File: config.mk
export PLATFORM = sky130hd
export DESIGN_NAME = lwd_front
export DESIGN_NICKNAME = d
export VERILOG_FILES = /design/src/sv/lwd_pkg.sv /design/src/sv/lwd_front.sv
export SDC_FILE = /design/constraint.sdc
export NUM_CORES = 1
export LEC_CHECK = 0
export BUFFER_PORTS_ARGS = -buffer_cell sky130_fd_sc_hd__buf_2
export CAP_MARGIN = 25
export CORE_MARGIN = 5
export CORE_UTILIZATION = 41
export DETAILED_ROUTE_END_ITERATION = 12
export PLACE_DENSITY_LB_ADDON = 0.12
export RECOVER_POWER = 25
export SYNTH_ARGS = -nofsm -noshare
export SYNTH_HDL_FRONTEND = slang
export SYNTH_SLANG_ARGS = --single-unit
File: constraint.sdc
create_clock -name aclk -period 2 [get_ports aclk]
set_clock_uncertainty 0.2 [all_clocks]
set_input_delay 0.2 -clock aclk [delete_from_list [all_inputs] [get_ports aclk]]
set_output_delay 0.2 -clock aclk [all_outputs]
set_load 0.1 [all_outputs]
File: src/sv/lwd_pkg.sv
// Shared types and constants for the LZSS window decompressor.
package lwd_pkg;

    localparam int WIN_AW = 12;
    localparam logic [WIN_AW-1:0] WIN_START = 12'd4078;
    localparam logic [WIN_AW:0] WIN_FULL = 13'd4096;
    localparam logic [7:0] WIN_FILL_BYTE = 8'h20;
    localparam logic [4:0] LEN_BIAS = 5'd3;
    localparam int LWD_QUEUE_DEPTH = 4;

    localparam logic REG_OUTPUT_LENGTH = 1'b0;

    localparam logic [1:0] CMD_NONE = 2'd0;
    localparam logic [1:0] CMD_LIT = 2'd1;
    localparam logic [1:0] CMD_REF = 2'd2;

    typedef struct packed {
        logic              restart;
        logic [1:0]        kind;
        logic [7:0]        data;
        logic [WIN_AW-1:0] pos;
        logic [4:0]        len;
    } cmd_t;

endpackage

File: src/sv/lwd_front.sv
// Front end: parses flag, literal and reference bytes into commands.
module lwd_front (
    input  logic          aclk,
    input  logic          aresetn,
    input  logic          s_valid,
    output logic          s_ready,
    input  logic [7:0]    s_in_byte,
    input  logic          s_start_stream,
    input  logic          q_full,
    output logic          push_valid,
    output lwd_pkg::cmd_t push_cmd
);
    import lwd_pkg::*;

    localparam logic [1:0] PH_TOKEN = 2'd0;
    localparam logic [1:0] PH_FLAG = 2'd1;
    localparam logic [1:0] PH_HELD = 2'd2;

    logic [1:0]  phase_reg, phase_next;
    logic [15:0] flag_reg, flag_next;
    logic [7:0]  held_reg, held_next;
    logic [1:0]  ph;
    logic [15:0] fs;
    logic        accept;

    assign s_ready = !q_full;
    assign accept = s_valid && s_ready;

    always_comb begin
        ph = s_start_stream ? PH_TOKEN : phase_reg;
        fs = s_start_stream ? 16'd0 : flag_reg;
        phase_next = ph;
        flag_next = fs;
        held_next = s_start_stream ? 8'd0 : held_reg;
        push_cmd.restart = s_start_stream;
        push_cmd.kind = CMD_NONE;
        push_cmd.data = s_in_byte;
        push_cmd.pos = {s_in_byte[7:4], held_reg};
        push_cmd.len = {1'b0, s_in_byte[3:0]} + LEN_BIAS;
        case (ph)
            PH_HELD: begin
                push_cmd.kind = CMD_REF;
                phase_next = PH_TOKEN;
            end
            default: begin
                if (ph != PH_FLAG) begin
                    flag_next = {1'b0, fs[15:1]};
                end
                if (ph != PH_FLAG && !flag_next[8]) begin
                    flag_next = {8'hFF, s_in_byte};
                    phase_next = PH_FLAG;
                end else if (flag_next[0]) begin
                    push_cmd.kind = CMD_LIT;
                    phase_next = PH_TOKEN;
                end else begin
                    held_next = s_in_byte;
                    phase_next = PH_HELD;
                end
            end
        endcase
        push_valid = accept && (push_cmd.restart || push_cmd.kind != CMD_NONE);
    end

    always_ff @(posedge aclk) begin
        if (!aresetn) begin
            phase_reg <= PH_TOKEN;
            flag_reg <= 16'd0;
            held_reg <= 8'd0;
        end else if (accept) begin
            phase_reg <= phase_next;
            flag_reg <= flag_next;
            held_reg <= held_next;
        end
    end

endmodule

==> results of run 1 <==
## what timing repair did
item,4_1_cts,5_1_grt
gates cloned,0,0
endpoints found under the hold margin,13,0
hold buffers,8,0
buffers inserted,1,3
endpoints found under the setup margin,2,2
pin swaps,0,1
gates resized for setup,7,3
## metrics by stage
stage               instances  setup WS, ps  utilization  power [uW]  setup TNS, ps
finish                    243         35.01       0.5818        1295              0
global route              243        -37.98       0.5818        1365         -37.98
CTS                       240        -5.175       0.5740        1304         -5.175
detailed placement        227         176.0       0.5298        1024              0
global placement          227         167.9       0.5298        1018              0
floorplan                 153         8.309            -       938.7              0
## how the worst max path moves through the flow
stage	startpoint	to	slack, ps	depth (start not counted)
2_1_floorplan	s_in_byte[0]	push_cmd[2]	8	3
3_5_place_dp	phase_reg[1]	flag_reg[6]	180	5
6_report	phase_reg[0]	push_cmd[25]	40	5
3_3_place_gp	phase_reg[1]	flag_reg[6]	170	5
5_1_grt	phase_reg[0]	push_cmd[25]	-40	5
4_1_cts	phase_reg[0]	push_cmd[25]	-5	5
## per-layer routing
metal / part of all wire / global-route usage / up-vias
met5: 0 / 0 / -
met4: 0.0036 / 0.03807 / 0
li1: - / - / 630
met3: 0.061 / 0.01701 / 2
met2: 0.51 / 0.2825 / 47
met1: 0.43 / 0.1967 / 589
## critical path, cell delays in order, from the launching register on
cell	delay, ps
dfxtp_2	360
xor2_2	190
buf_6	140
o32a_1	310
inv_2	80
buf_12	160
## placed cells by master (no fill, tap or decap), types with 2 or more instances in the layout
| cell | synthesis | layout |
|---|---|---|
| o21ai_1 | 8 | 8 |
| o22ai_1 | 3 | 3 |
| dfxtp_2 | 0 | 3 |
| clkbuf_1 | 4 | 5 |
| nor3_1 | 6 | 6 |
| buf_4 | 13 | 10 |
| mux2i_1 | 2 | 2 |
| dfxtp_1 | 26 | 21 |
| a211oi_1 | 2 | 2 |
| o21ai_0 | 5 | 5 |
| buf_12 | 0 | 3 |
| a21boi_1 | 8 | 8 |
| nand2_1 | 7 | 6 |
| a31oi_1 | 2 | 2 |
| nand2b_1 | 3 | 3 |
| clkinvlp_4 | 0 | 2 |
| nand3_1 | 8 | 8 |
| inv_1 | 7 | 4 |
| nor2_1 | 19 | 19 |
| dlygate4sd3_1 | 0 | 8 |
| clkbuf_4 | 0 | 3 |
| a21oi_1 | 4 | 3 |
| buf_2 | 2 | 34 |
| a21o_1 | 2 | 2 |
| dfxtp_4 | 0 | 2 |
| a222oi_1 | 5 | 5 |
## cells by family (layout without fill, tap and decap cells)
logic type | count (synthesis) | count (layout) | synth area share
adder cells (fa/ha/maj) | 1 | 1 | 0.009670
AND/OR/NAND/NOR | 48 | 48 | 0.1722
buffers and inverters | 27 | 73 | 0.1180
AO/OA/AOI/OAI | 46 | 46 | 0.2563
XOR/XNOR | 3 | 3 | 0.02612
flip-flops | 26 | 26 | 0.4023
multiplexers | 2 | 2 | 0.01547
## report_power, final
part | switching (uW) | internal, uW | leakage (uW) | total, uW
Clock | 151 | 111 | 0.0000210 | 262
Combinational | 337 | 131 | 0.000499 | 468
Sequential | 19.0 | 546 | 0.000215 | 565
## area by class of cell
class | count | area share
Inverter | 8 | 0.02131
Timing Repair Buffer | 61 | 0.2358
Clock buffer | 4 | 0.02060
Multi-Input combinational cell | 100 | 0.3892
Tap cell | 44 | 0.03125
Sequential cell | 26 | 0.3018
==> results.cfg, run 1 <==
[timing]
hold_viol = 0
slew_headroom = 0.2173
fmax_mhz = 508.9
finalCritPeriodShare = 0.9825
post-route-min-period_ps = 1965
rsz0062_at_grt = yes
finalSetupViolCount = 0
worst_pin_slew_ps = 1179
hold-worst-slack_ps = 20.72
drv_slew = 0

[cells_and_area]
antenna_cells = 0
regArea_um2 = 531.8
drive_gt1_frac = 0.3618
largest_register_ffs = 16
syn_to_final_growth_pct = 36.17
fill_cells = 294
finalInstanceArea_mm2 = 0.001762
multi_input_area_um2 = 685.7
nNetsFinal = 214

[route]
viasPerCell = 5.218
drc = 0
ant_nets = 0
vias = 1268
drt_pass1_iterations = 4
avgRoutedWirePerCell_um = 13.76
routed_wl_um = 3344
drtIter0Drc = 77

[setup_path]
reg2reg_from = phase_reg[0]
start_kind = flop
crit_path_end_kind = primary output
critPathKind = flop to primary output
cp.arrival_ps = 1560
regToRegEndpoint = flag_reg[7]
required_ps = 1600
r2r_cells = 4
cp_max_fo = 7
regToRegSetupSlack_ps = 270

[synth]
synth-edff-count = 0
yosys.area.top_type_share = 0.4023
synth.distinct_cells = 36
postSynthAreaPerCell_um2 = 8.456
synthCells = 153
yosys_warnings = 0
synth_ff_type = dfxtp_1
synth_most_common_cell = dfxtp_1
yosysSeqAreaShare = 0.4023
yosys-top-cells-count = 26 x dfxtp_1, 19 x nor2_1, 13 x buf_4
synthTopCellsByArea = dfxtp_1 40%, buf_4 7.5%, nor2_1 5.5%, a21boi_1 4.6%, a222oi_1 3.9%
synth-seq-cells = 26
synth_nets = 167
synth_area_leader_cell = dfxtp_1
async_flop_share = 0
syn_area_mm2 = 0.001294

[floorplanning]
initial_core_util = 0.4273
die_area_mm2 = 0.004379
io_pins = 43
die_h_um = 66.18
rows = 20
die_w_um = 66.18
coreArea_mm2 = 0.003028

[placement]
place_congestion = 0.8824
dpl.hpwl_um = 2366
dpl_cell_area_mm2 = 0.001604
io_buffers = 42

[outcome]
status = finished clean

[cts]
clkLatencyLatePin_ps = 320
cts_buffer_depth = 2
htreeDepth = 1
clk_pin_slew_ps = 140
root_buffer = clkbuf_4
numCtsBuffers = 3
cts_tree = built
cts.sinks = 26

[worst_hold_path]
whs_path_depth = 3
min_path_type = primary input to flop
min_from = s_in_byte[2]
min_to = held_reg[2]

[global_route]
antenna_found_initial = 0
grt.overflow.total = 0
gr-usage-all-layers = 0.1566
grt_pass1_wl_um = 5416
grt_max_degree = 17
grt_pass1_vias = 1198

[power]
ir_drop_uv = 389.1
pwr_density_cell_mw_per_mm2 = 735.1
p_leak_uw = 0.0007355

[job]
drv_cap = 0
Power figures use the tool's default switching activity.
==> run 2: changes to the inputs <==
--- a/config.mk
+++ b/config.mk
@@ -7,6 +7,7 @@
 export LEC_CHECK = 0
 export BUFFER_PORTS_ARGS = -buffer_cell sky130_fd_sc_hd__buf_2
 export CAP_MARGIN = 25
+export CORE_ASPECT_RATIO = 0.9
 export CORE_MARGIN = 5
 export CORE_UTILIZATION = 41
 export DETAILED_ROUTE_END_ITERATION = 12
==> run 2 against run 1 <==
  * Core utilization up 1.2 points
  * Non-clock buffer count up 4
  * Critical path depth unchanged
  * Cell area up 2.6%
==> results.cfg, run 2 (synthesis results as in run 1) <==
[route]
drtIter0Drc = 90
routed_wl_um = 3372
avgRoutedWirePerCell_um = 13.76
drt_pass1_iterations = 4
drc = 0
vias = 1263
viasPerCell = 5.155
ant_nets = 0

[setup_path]
reg2reg_from = phase_reg[0]
cp.arrival_ps = 1570
required_ps = 1600
start_kind = flop
regToRegSetupSlack_ps = 160
regToRegEndpoint = flag_reg[1]
crit_path_end_kind = primary output
cp_max_fo = 7
critPathKind = flop to primary output
r2r_cells = 6

[worst_hold_path]
whs_path_depth = 3
min_path_type = primary input to flop
min_from = s_in_byte[2]
min_to = held_reg[2]

[placement]
io_buffers = 42
dpl_cell_area_mm2 = 0.001602
dpl_worst_slack_ps = 123.5
dpl.hpwl_um = 2379
place_congestion = 0.8303

[cells_and_area]
final_common_cell = buf_2
nNetsFinal = 218
fill_cells = 287
finalInstanceArea_mm2 = 0.001807
drive_gt1_frac = 0.3645
post-route-util = 0.5938
layout_common_cells = 33 x buf_2, 21 x dfxtp_1, 19 x nor2_1
syn_to_final_growth_pct = 39.65
largest_register_ffs = 16
antenna_cells = 0

[timing]
post-route-min-period_ps = 1969
fmax_mhz = 507.8
rsz0062_at_grt = yes
slew_headroom = 0.2188
finalSetupViolCount = 0
worst_pin_slew_ps = 1177
hold_viol = 0
fin_ws_ps = 30.53
finalCritPeriodShare = 0.9847
hold-worst-slack_ps = 23.96
drv_slew = 0

[global_route]
antenna_found_initial = 0
grt_pass1_vias = 1235
grt_pass1_wl_um = 5733
grt.overflow.total = 0
gr-usage-all-layers = 0.1563
grt_max_degree = 17

[floorplanning]
die_w_um = 69.21
io_pins = 43
coreArea_mm2 = 0.003043
die_area_mm2 = 0.004380
initial_core_util = 0.4252
rows = 19
die_h_um = 63.29

[cts]
cts_tree = built
root_buffer = clkbuf_4
htreeDepth = 1
clk_pin_slew_ps = 130
clkLatencyLatePin_ps = 310
cts.sinks = 26
numCtsBuffers = 3
cts_buffer_depth = 2

[outcome]
status = finished clean

[power]
ir_drop_uv = 441.0
p_leak_uw = 0.0007549
pwr_density_cell_mw_per_mm2 = 720.6

[job]
drv_cap = 0
## run 2: changes by cell type in the layout (fill, tap and decap cells not counted)
cell,change
buf_4,+3
clkbuf_1,+1
dfxtp_4,+2
xor2_2,-1
dlygate4sd3_1,+1
buf_2,-1
dfxtp_2,-2
xor2_4,+1
## run 2: worst max-delay path by stage
stage | depth (start not counted) | start | endpoint | slack (ps)
floorplan | 3 | s_in_byte[0] | push_cmd[2] | 8
global placement | 5 | phase_reg[1] | flag_reg[6] | 200
detailed placement | 5 | phase_reg[1] | flag_reg[6] | 120
CTS | 5 | phase_reg[1] | push_cmd[25] | -7
global route | 5 | phase_reg[1] | push_valid | -30
finish | 5 | phase_reg[1] | push_valid | 30
## run 2: area by class of cell
cell class	count	area [um2]	share of cell area
sequential	26	536.8	0.2971
inverter	8	37.54	0.02078
tap	42	52.55	0.02909
clock buffer	4	36.28	0.02008
multi-input combinational	100	696.9	0.3857
timing repair buffer	65	446.7	0.2472
## run 2: layer usage
layer	up-vias	GRT usage	wire, um
li1	635	-	-
met1	580	0.1961	1503
met2	44	0.2643	1623
met3	4	0.04452	212
met4	0	0.03659	33
met5	-	0	0
## run 2: where the power goes
part | switching (uW) | internal, uW
Clock | 142 | 111
Combinational | 340 | 142
Sequential | 21.4 | 545
Total | 504 | 798
## run 2: timing repair
item	4_1_cts	5_1_grt
endpoints found under the hold margin	11	1
buffers inserted	0	7
hold buffers	8	1
endpoints found under the setup margin	2	2
gates resized for setup	5	8
## run 2: metrics by stage
stage                     power (uW)  setup TNS, ps  cells
after floorplan                938.7              0    153
after global placement          1017              0    225
after detailed placement        1023              0    225
after CTS                       1290         -6.656    237
after global routing            1374         -56.19    245
final                           1302              0    245
## run 2: worst max-delay path: stages, from the launching register on
cell     delay (ps)
dfxtp_4         400
buf_4           140
a21o_1          150
a22o_1          210
a21oi_4         170
buf_12          190
