`src/sv/lwd_pkg.sv`:
```
// Shared types and constants for the LZSS window decompressor.
package lwd_pkg;

    localparam int WIN_AW = 12;
    localparam logic [WIN_AW-1:0] WIN_START = 12'd4078;
    localparam logic [WIN_AW:0] WIN_FULL = 13'd4096;
    localparam logic [7:0] WIN_FILL_BYTE = 8'h20;
    localparam logic [4:0] LEN_BIAS = 5'd3;
    localparam int LWD_QUEUE_DEPTH = 4;

    localparam logic REG_OUTPUT_LENGTH = 1'b0;

    localparam logic [1:0] CMD_NONE = 2'd0;
    localparam logic [1:0] CMD_LIT = 2'd1;
    localparam logic [1:0] CMD_REF = 2'd2;

    typedef struct packed {
        logic              restart;
        logic [1:0]        kind;
        logic [7:0]        data;
        logic [WIN_AW-1:0] pos;
        logic [4:0]        len;
    } cmd_t;

endpackage

```
`src/sv/lwd_queue.sv`:
```
// Command queue between the parser and the window engine.
module lwd_queue #(
    parameter int DEPTH = lwd_pkg::LWD_QUEUE_DEPTH
) (
    input  logic          aclk,
    input  logic          aresetn,
    input  logic          push,
    input  lwd_pkg::cmd_t push_cmd,
    output logic          full,
    input  logic          pop,
    output logic          not_empty,
    output lwd_pkg::cmd_t head_cmd
);
    import lwd_pkg::*;

    localparam int PW = (DEPTH > 1) ? $clog2(DEPTH) : 1;
    localparam int CW = $clog2(DEPTH + 1);
    localparam logic [PW-1:0] LAST_PTR = PW'(DEPTH - 1);
    localparam logic [CW-1:0] FULL_CNT = CW'(DEPTH);

    cmd_t          slot_reg [DEPTH];
    logic [PW-1:0] wr_ptr_reg, rd_ptr_reg;
    logic [CW-1:0] count_reg;

    assign full = (count_reg == FULL_CNT);
    assign not_empty = (count_reg != '0);
    assign head_cmd = slot_reg[rd_ptr_reg];

    always_ff @(posedge aclk) begin
        if (push) begin
            slot_reg[wr_ptr_reg] <= push_cmd;
        end
    end

    always_ff @(posedge aclk) begin
        if (!aresetn) begin
            wr_ptr_reg <= '0;
            rd_ptr_reg <= '0;
            count_reg <= '0;
        end else begin
            if (push) begin
                wr_ptr_reg <= (wr_ptr_reg == LAST_PTR) ? '0 : wr_ptr_reg + 1'b1;
            end
            if (pop) begin
                rd_ptr_reg <= (rd_ptr_reg == LAST_PTR) ? '0 : rd_ptr_reg + 1'b1;
            end
            if (push && !pop) begin
                count_reg <= count_reg + 1'b1;
            end else if (pop && !push) begin
                count_reg <= count_reg - 1'b1;
            end
        end
    end

endmodule

```
`config.mk`:
```
export PLATFORM = sky130hd
export DESIGN_NAME = lwd_queue
export DESIGN_NICKNAME = d
export VERILOG_FILES = /design/src/sv/lwd_pkg.sv /design/src/sv/lwd_queue.sv
export SDC_FILE = /design/constraint.sdc
export NUM_CORES = 1
export LEC_CHECK = 0
export BUFFER_PORTS_ARGS = -buffer_cell sky130_fd_sc_hd__buf_2
export CORE_UTILIZATION = 51
export CTS_CLUSTER_DIAMETER = 100
export DETAILED_ROUTE_END_ITERATION = 7
export PLACE_DENSITY = 0.75
export SYNTH_ARGS = -nofsm -noshare
export SYNTH_HDL_FRONTEND = slang
export SYNTH_SLANG_ARGS = --single-unit
```
`constraint.sdc`:
```
create_clock -name aclk -period 1.5 [get_ports aclk]
set_input_delay 0.3 -clock aclk [delete_from_list [all_inputs] [get_ports aclk]]
set_output_delay 0.3 -clock aclk [all_outputs]
set_load 0.05 [all_outputs]
```
==> flow_metrics.env, run 1 <==
export IMPL_status="finished, violations left"
export IMPL_failed_checks="setup timing"
export IMPL_routed_wl_mm=7.916
export IMPL_dp_hpwl_mm=4.525
export IMPL_die_width_microns=96.45
export IMPL_clkPwrFrac_pct=44.5
export IMPL_grt_start_max_net_pins=25
export IMPL_synthSimpleGateAreaFrac_pct=2.008
export IMPL_synth_adder_area_share_pct=2.090
export IMPL_swShare_pct=22.97
export IMPL_seq_power_share_pct=41.6
export IMPL_num_rows=34
export IMPL_hp_start="push_cmd[20]"
export IMPL_fmax_mhz=483.3
export IMPL_area_growth_pct=36.28
export IMPL_ant_nets=0
export IMPL_cts_root_buf="clkbuf_8"
export IMPL_final_common_cell="edfxtp_1"
export IMPL_fin_ws_ns=-0.5690
export IMPL_yosys_area_top_type_share_pct=73.93
export IMPL_clk_pin_slew_ns=0.06
export IMPL_fp_coreArea_sq_um=8678
export IMPL_period_share_pct=137.9
export IMPL_ys_seq_elements=121
export IMPL_tritoncts="built"
export IMPL_viasPerCell=5.325
export IMPL_yosysTopAreaCell="edfxtp_1"
export IMPL_antennaDiodeCount=0
export IMPL_grt_pass1_wl_mm=12.30
export IMPL_hold_class="primary input to flop"
export IMPL_pwr_share_comb_pct=13.9
export IMPL_worst_slew_pin_slew_ns=0.2794
export IMPL_peakVddDrop_uv=882.4
export IMPL_required_ns=1.20
export IMPL_synthTopCellsByArea="edfxtp_1 74%, mux4_2 9.9%, mux4_1 4.6%"
export IMPL_end_kind="primary output"
export IMPL_grtUsageTotal_pct=19.34
export IMPL_cts_htree_levels=4
export IMPL_netlist_area_sq_um=4549
export IMPL_slew_headroom_pct=81.37
export IMPL_numPortBuffers=61
export IMPL_grt_pass1_vias=2409
export IMPL_drive_gt1_share_pct=47.15
export IMPL_r2r_setup_slack_ns=0.07
export IMPL_vias=2258
export IMPL_skew_ns=0.005530
export IMPL_power_density_nw_per_um2=1524
export IMPL_setup_viol_count_final=30
export IMPL_grt_overflow_total=0
export IMPL_r2r_start="count_reg[0]"
export IMPL_die_h_microns=96.45
export IMPL_synth_distinct_cells=22
export IMPL_cp_start_kind="flop"
export IMPL_hold_depth=1
export IMPL_synth_compound_gate_area_share_pct=0.4400
export IMPL_gp_congestion=0.6668
export IMPL_mostFrequentLayoutCells="112 x edfxtp_1, 31 x buf_2, 30 x buf_6"
export IMPL_hold_ws_ns=0.02839
export IMPL_drc=0
export IMPL_synth_mux_area_share_pct=15.40
export IMPL_yosysWarnings=0
export IMPL_largest_reg_flops=112
export IMPL_min_period_ns=2.069
export IMPL_cts_path_max_buffers=2
export IMPL_numCtsBuffers=17
export IMPL_switchingPower_mw=2.170
export IMPL_synth_fp_nets=229
export IMPL_leakage_nw=2.206
export IMPL_first_pass_iters=5
export IMPL_synth_top_family_by_area="multiplexers"
export IMPL_synth_xor_xnor_area_share_pct=0.3850
export IMPL_reg2reg_to="count_reg[2]"
export IMPL_setup_tns_ns=-15.26
export IMPL_whs_endpoint="slot_reg[2][20]"
export IMPL_p_int_mw=7.277
export IMPL_drtIter0Drc=124
export IMPL_synth_area_per_cell_sq_um=23.94
export IMPL_nets=342
export IMPL_critical_path_class="flop to primary output"
export IMPL_yosysSeqAreaShare_pct=77.89
export IMPL_arrival_ns=1.77
export IMPL_clock_latency_ns=0.50
export IMPL_synthCells=190
export IMPL_dieArea_sq_um=9302
export IMPL_ff2ff_path_depth=4
export IMPL_crit_fanout=8
export IMPL_hold_viol_final=0
export IMPL_clock_sinks=121
export IMPL_ioPinCount=62
export IMPL_drv_slew=0
export IMPL_cap_violations=0
export IMPL_start_util_pct=52.42
export IMPL_wl_per_cell_microns=18.67
export IMPL_grt_setup_unrepaired="yes"
export IMPL_antenna_found_initial=0
## power by group through the flow
stage / logic, mW / clock network [mW] / registers (mW)
after detailed placement: 1.07 / 0 / 3.99
after CTS: 1.29 / 4.27 / 3.93
after global placement: 1.05 / 0 / 3.98
after floorplan: 0.784 / 0 / 3.97
final: 1.31 / 4.20 / 3.93
after global routing: 1.39 / 4.43 / 3.95
## worst max-delay path: stages (launching register included)
cell     delay (ns)
dfxtp_4        0.39
buf_12         0.15
mux4_2         0.54
buf_8          0.18
## Yosys cell counts
| cell type | n |
|---|---|
| nor2b_1 | 5 |
| fa_1 | 1 |
| a21boi_0 | 1 |
| nor3b_1 | 1 |
| mux2i_1 | 4 |
| dfxtp_1 | 9 |
| and2_1 | 5 |
| ha_1 | 6 |
| xnor2_1 | 1 |
| buf_12 | 2 |
| mux4_1 | 8 |
| o21ai_0 | 1 |
| o21a_1 | 1 |
| nor3_1 | 1 |
| xor2_1 | 1 |
| nor2_1 | 1 |
| buf_2 | 3 |
| inv_1 | 4 |
| or3_1 | 2 |
| edfxtp_1 | 112 |
| mux4_2 | 20 |
| buf_6 | 1 |
## worst max path at each step
stage	start	to	slack, ns	cells after the start
after floorplan	flop	head_cmd[10]	-0.06	2
final	flop	head_cmd[14]	-0.57	3
after global placement	flop	head_cmd[10]	-0.14	3
after detailed placement	pop	count_reg[2]	-0.16	8
after CTS	flop	head_cmd[16]	-0.65	4
after global routing	flop	head_cmd[14]	-0.64	3
## logic make-up after synthesis
group | count (synthesis)
adder cells (fa/ha/maj) | 7
AND/OR/NAND/NOR | 15
buffers and inverters | 10
flip-flops | 121
XOR/XNOR | 2
AO/OA/AOI/OAI | 3
multiplexers | 32
## metrics by stage
step	utilization [%]	std cells	cell area, sq um	setup slack, ns	power (mW)
finish	71.44	424	6200	-0.5690	9.447
global route	71.44	424	6200	-0.6436	9.772
CTS	70.89	422	6152	-0.6532	9.487
detailed placement	59.28	369	5145	-0.1645	5.057
global placement	59.28	369	5145	-0.1423	5.032
floorplan	-	190	4579	-0.05556	4.751
## routing by layer
| metal | GRT usage [%] | wire, microns | vias to the layer above |
|---|---|---|---|
| li1 | - | - | 1016 |
| met1 | 23.78 | 3338 | 1158 |
| met2 | 30.46 | 4083 | 71 |
| met3 | 6.808 | 394 | 13 |
| met4 | 9.804 | 100 | 0 |
| met5 | 0 | 0 | - |
## area by class of cell
type | count | area, sq um
flip-flops and latches | 121 | 3553
fillers | 550 | 2479
repair buffers | 100 | 943.4
multi-input cells | 59 | 930.9
clock buffers | 18 | 417.9
clock inverters | 14 | 203.9
well taps | 108 | 135.1
inverters | 4 | 15.01
## repair_timing
action                     in CTS  in global routing
buffers inserted                1                  0
pin swaps                       1                  2
cloned                          1                  0
gates resized for setup        68                 12
hold endpoints to repair       68                 12
setup endpoints to repair      30                 30
hold buffers                   19                  3
Power figures use the tool's default switching activity.
==> run 2, diff against run 1 <==
==> config.mk (replaced) <==
export PLATFORM = sky130hd
export DESIGN_NAME = lwd_queue
export DESIGN_NICKNAME = d
export VERILOG_FILES = /design/src/sv/lwd_pkg.sv /design/src/sv/lwd_queue.sv
export SDC_FILE = /design/constraint.sdc
export NUM_CORES = 1
export LEC_CHECK = 0
export CORE_UTILIZATION = 56
export CTS_CLUSTER_DIAMETER = 100
export DETAILED_ROUTE_END_ITERATION = 7
export DONT_BUFFER_PORTS = 1
export PLACE_DENSITY = 0.74
export SYNTH_ARGS = -nofsm -noshare
export SYNTH_HDL_FRONTEND = slang
export SYNTH_SLANG_ARGS = --single-unit
==> run 2 against run 1 <==
  * The run still ends with setup timing left
  * Fmax fell by 2.6%
  * Global-route usage is 1.9 points higher
  * Clock power decreased by 15%
  * Register-to-register slack got worse by 0.16 ns
  * Sequential share of layout area up 0.30 points
  * Combinational power up 9.9%
  * Die area decreased by 8.7%
  * Critical path type unchanged
==> flow_metrics.env, run 2 (synthesized netlist as in run 1, its figures left out) <==
export IMPL_arrival_ns=1.82
export IMPL_die_width_microns=92.13
export IMPL_worst_slew_pin_slew_ns=0.2819
export IMPL_clock_latency_ns=0.50
export IMPL_viasPerCell=5.602
export IMPL_slowest_delay_ns=0.56
export IMPL_dp_hpwl_mm=4.600
export IMPL_drtIter0Drc=199
export IMPL_ant_nets=0
export IMPL_hold_ws_ns=0.03175
export IMPL_failed_checks="setup timing"
export IMPL_status="finished, violations left"
export IMPL_die_h_microns=92.13
export IMPL_tritoncts="built"
export IMPL_crit_fanout=6
export IMPL_required_ns=1.20
export IMPL_final_area_sq_um=6172
export IMPL_drc=0
export IMPL_end_kind="primary output"
export IMPL_critical_path_class="flop to primary output"
export IMPL_cp_buffers_inverters=2
export IMPL_fin_ws_ns=-0.6243
export IMPL_wl_per_cell_microns=21.41
export IMPL_cts_root_buf="clkbuf_8"
export IMPL_antenna_found_initial=0
export IMPL_slowest_stage="mux4_2"
export IMPL_leakage_nw=2.134
export IMPL_peakVddDrop_uv=1110
export IMPL_power_density_nw_per_um2=1453
export IMPL_grt_pass1_vias=2340
export IMPL_cp_cell_sequence="buf_12 -> mux4_2 -> buf_12"
export IMPL_gp_congestion=0.6246
export IMPL_fp_coreArea_sq_um=7807
export IMPL_nets=316
export IMPL_period_share_pct=141.6
export IMPL_cp_start_kind="flop"
export IMPL_slew_headroom_pct=81.20
export IMPL_numCtsBuffers=17
export IMPL_cts_htree_levels=4
export IMPL_mostFrequentLayoutCells="112 x edfxtp_1, 30 x dlygate4sd3_1, 28 x mux4_2"
export IMPL_cap_violations=0
export IMPL_ioPinCount=62
export IMPL_final_common_cell="edfxtp_1"
export IMPL_cpMostUsedCell="buf_12"
export IMPL_start_util_pct=58.27
export IMPL_placed_area_sq_um=5275
export IMPL_numPortBuffers=0
export IMPL_grt_start_max_net_pins=29
export IMPL_clock_sinks=121
export IMPL_hold_class="primary input to flop"
export IMPL_first_pass_iters=4
export IMPL_hold_viol_final=0
export IMPL_largest_reg_flops=112
export IMPL_num_fill_cells=383
export IMPL_vias=2179
export IMPL_routed_wl_mm=8.327
export IMPL_grt_setup_unrepaired="yes"
export IMPL_setup_viol_count_final=31
export IMPL_crit_family="multiplexers"
export IMPL_dieArea_sq_um=8488
export IMPL_grt_pass1_wl_mm=12.63
export IMPL_skew_ns=0.005043
export IMPL_drive_gt1_share_pct=38.68
export IMPL_antennaDiodeCount=0
export IMPL_grt_overflow_total=0
export IMPL_setup_tns_ns=-16.53
export IMPL_clk_pin_slew_ns=0.05
export IMPL_cts_path_max_buffers=2
export IMPL_grtUsageTotal_pct=21.24
export IMPL_min_period_ns=2.124
export IMPL_fmax_mhz=470.7
export IMPL_num_rows=32
export IMPL_drv_slew=0
export IMPL_area_growth_pct=35.67
## run 2: worst reg2reg max path: stages (launching register included)
cell      delay (ns)
dfxtp_4         0.36
buf_4           0.14
fa_2            0.39
xor2_1          0.16
or3_1           0.30
a21boi_1        0.16
## run 2: final timing paths
check                                    end          from  slack (ns)  cells after the start
worst max-delay path            head_cmd[13]          flop       -0.62                      3
worst min-delay path                    flop           pop        0.03                      2
worst max register to register  count_reg[2]  count_reg[1]       -0.09                      5
worst min register to register  count_reg[2]  count_reg[2]        0.51                      2
## run 2: power by group
group	switching [mW]	total, mW	internal (mW)
logic	0.764	1.44	0.677
clock network	1.30	3.59	2.29
registers	0.0695	3.94	3.87
total	2.13	8.97	6.84
## run 2: per-layer routing
layer | GRT usage, % | part of all wire, % | up-vias | wire length, microns
li1 | - | - | 961 | -
met1 | 25.93 | 40 | 1122 | 3343
met2 | 34.83 | 53 | 84 | 4444
met3 | 7.131 | 4.9 | 12 | 408
met4 | 9.115 | 1.6 | 0 | 131
met5 | 0 | 0 | - | 0
## run 2: final cells by class
| type | count | area [sq um] | area share [%] |
|---|---|---|---|
| clock buffer | 17 | 414.1 | 6.710 |
| clock inverter | 12 | 111.4 | 1.804 |
| inverter | 4 | 15.01 | 0.2433 |
| multi-input combinational | 59 | 924.6 | 14.98 |
| sequential | 121 | 3556 | 57.61 |
| tap | 102 | 127.6 | 2.068 |
| timing repair buffer | 74 | 1023 | 16.58 |
## run 2: through the flow
| stage | setup WS, ns | util (%) | cells | total power, mW |
|---|---|---|---|---|
| 2_1_floorplan | -0.05556 | - | 190 | 4.751 |
| 3_3_place_gp | -0.1230 | 67.56 | 326 | 5.221 |
| 3_5_place_dp | -0.1483 | 67.56 | 326 | 5.262 |
| 4_1_cts | -0.6488 | 78.69 | 388 | 9.005 |
| 5_1_grt | -0.6789 | 79.05 | 389 | 9.220 |
| 6_report | -0.6243 | 79.05 | 389 | 8.969 |
## run 2: repair_timing
item,4_1_cts,5_1_grt
endpoints found under the setup margin,30,31
hold buffers,30,0
endpoints found under the hold margin,121,0
buffers inserted,3,0
resized for setup,24,1
cloned,0,1
pin swaps,2,4
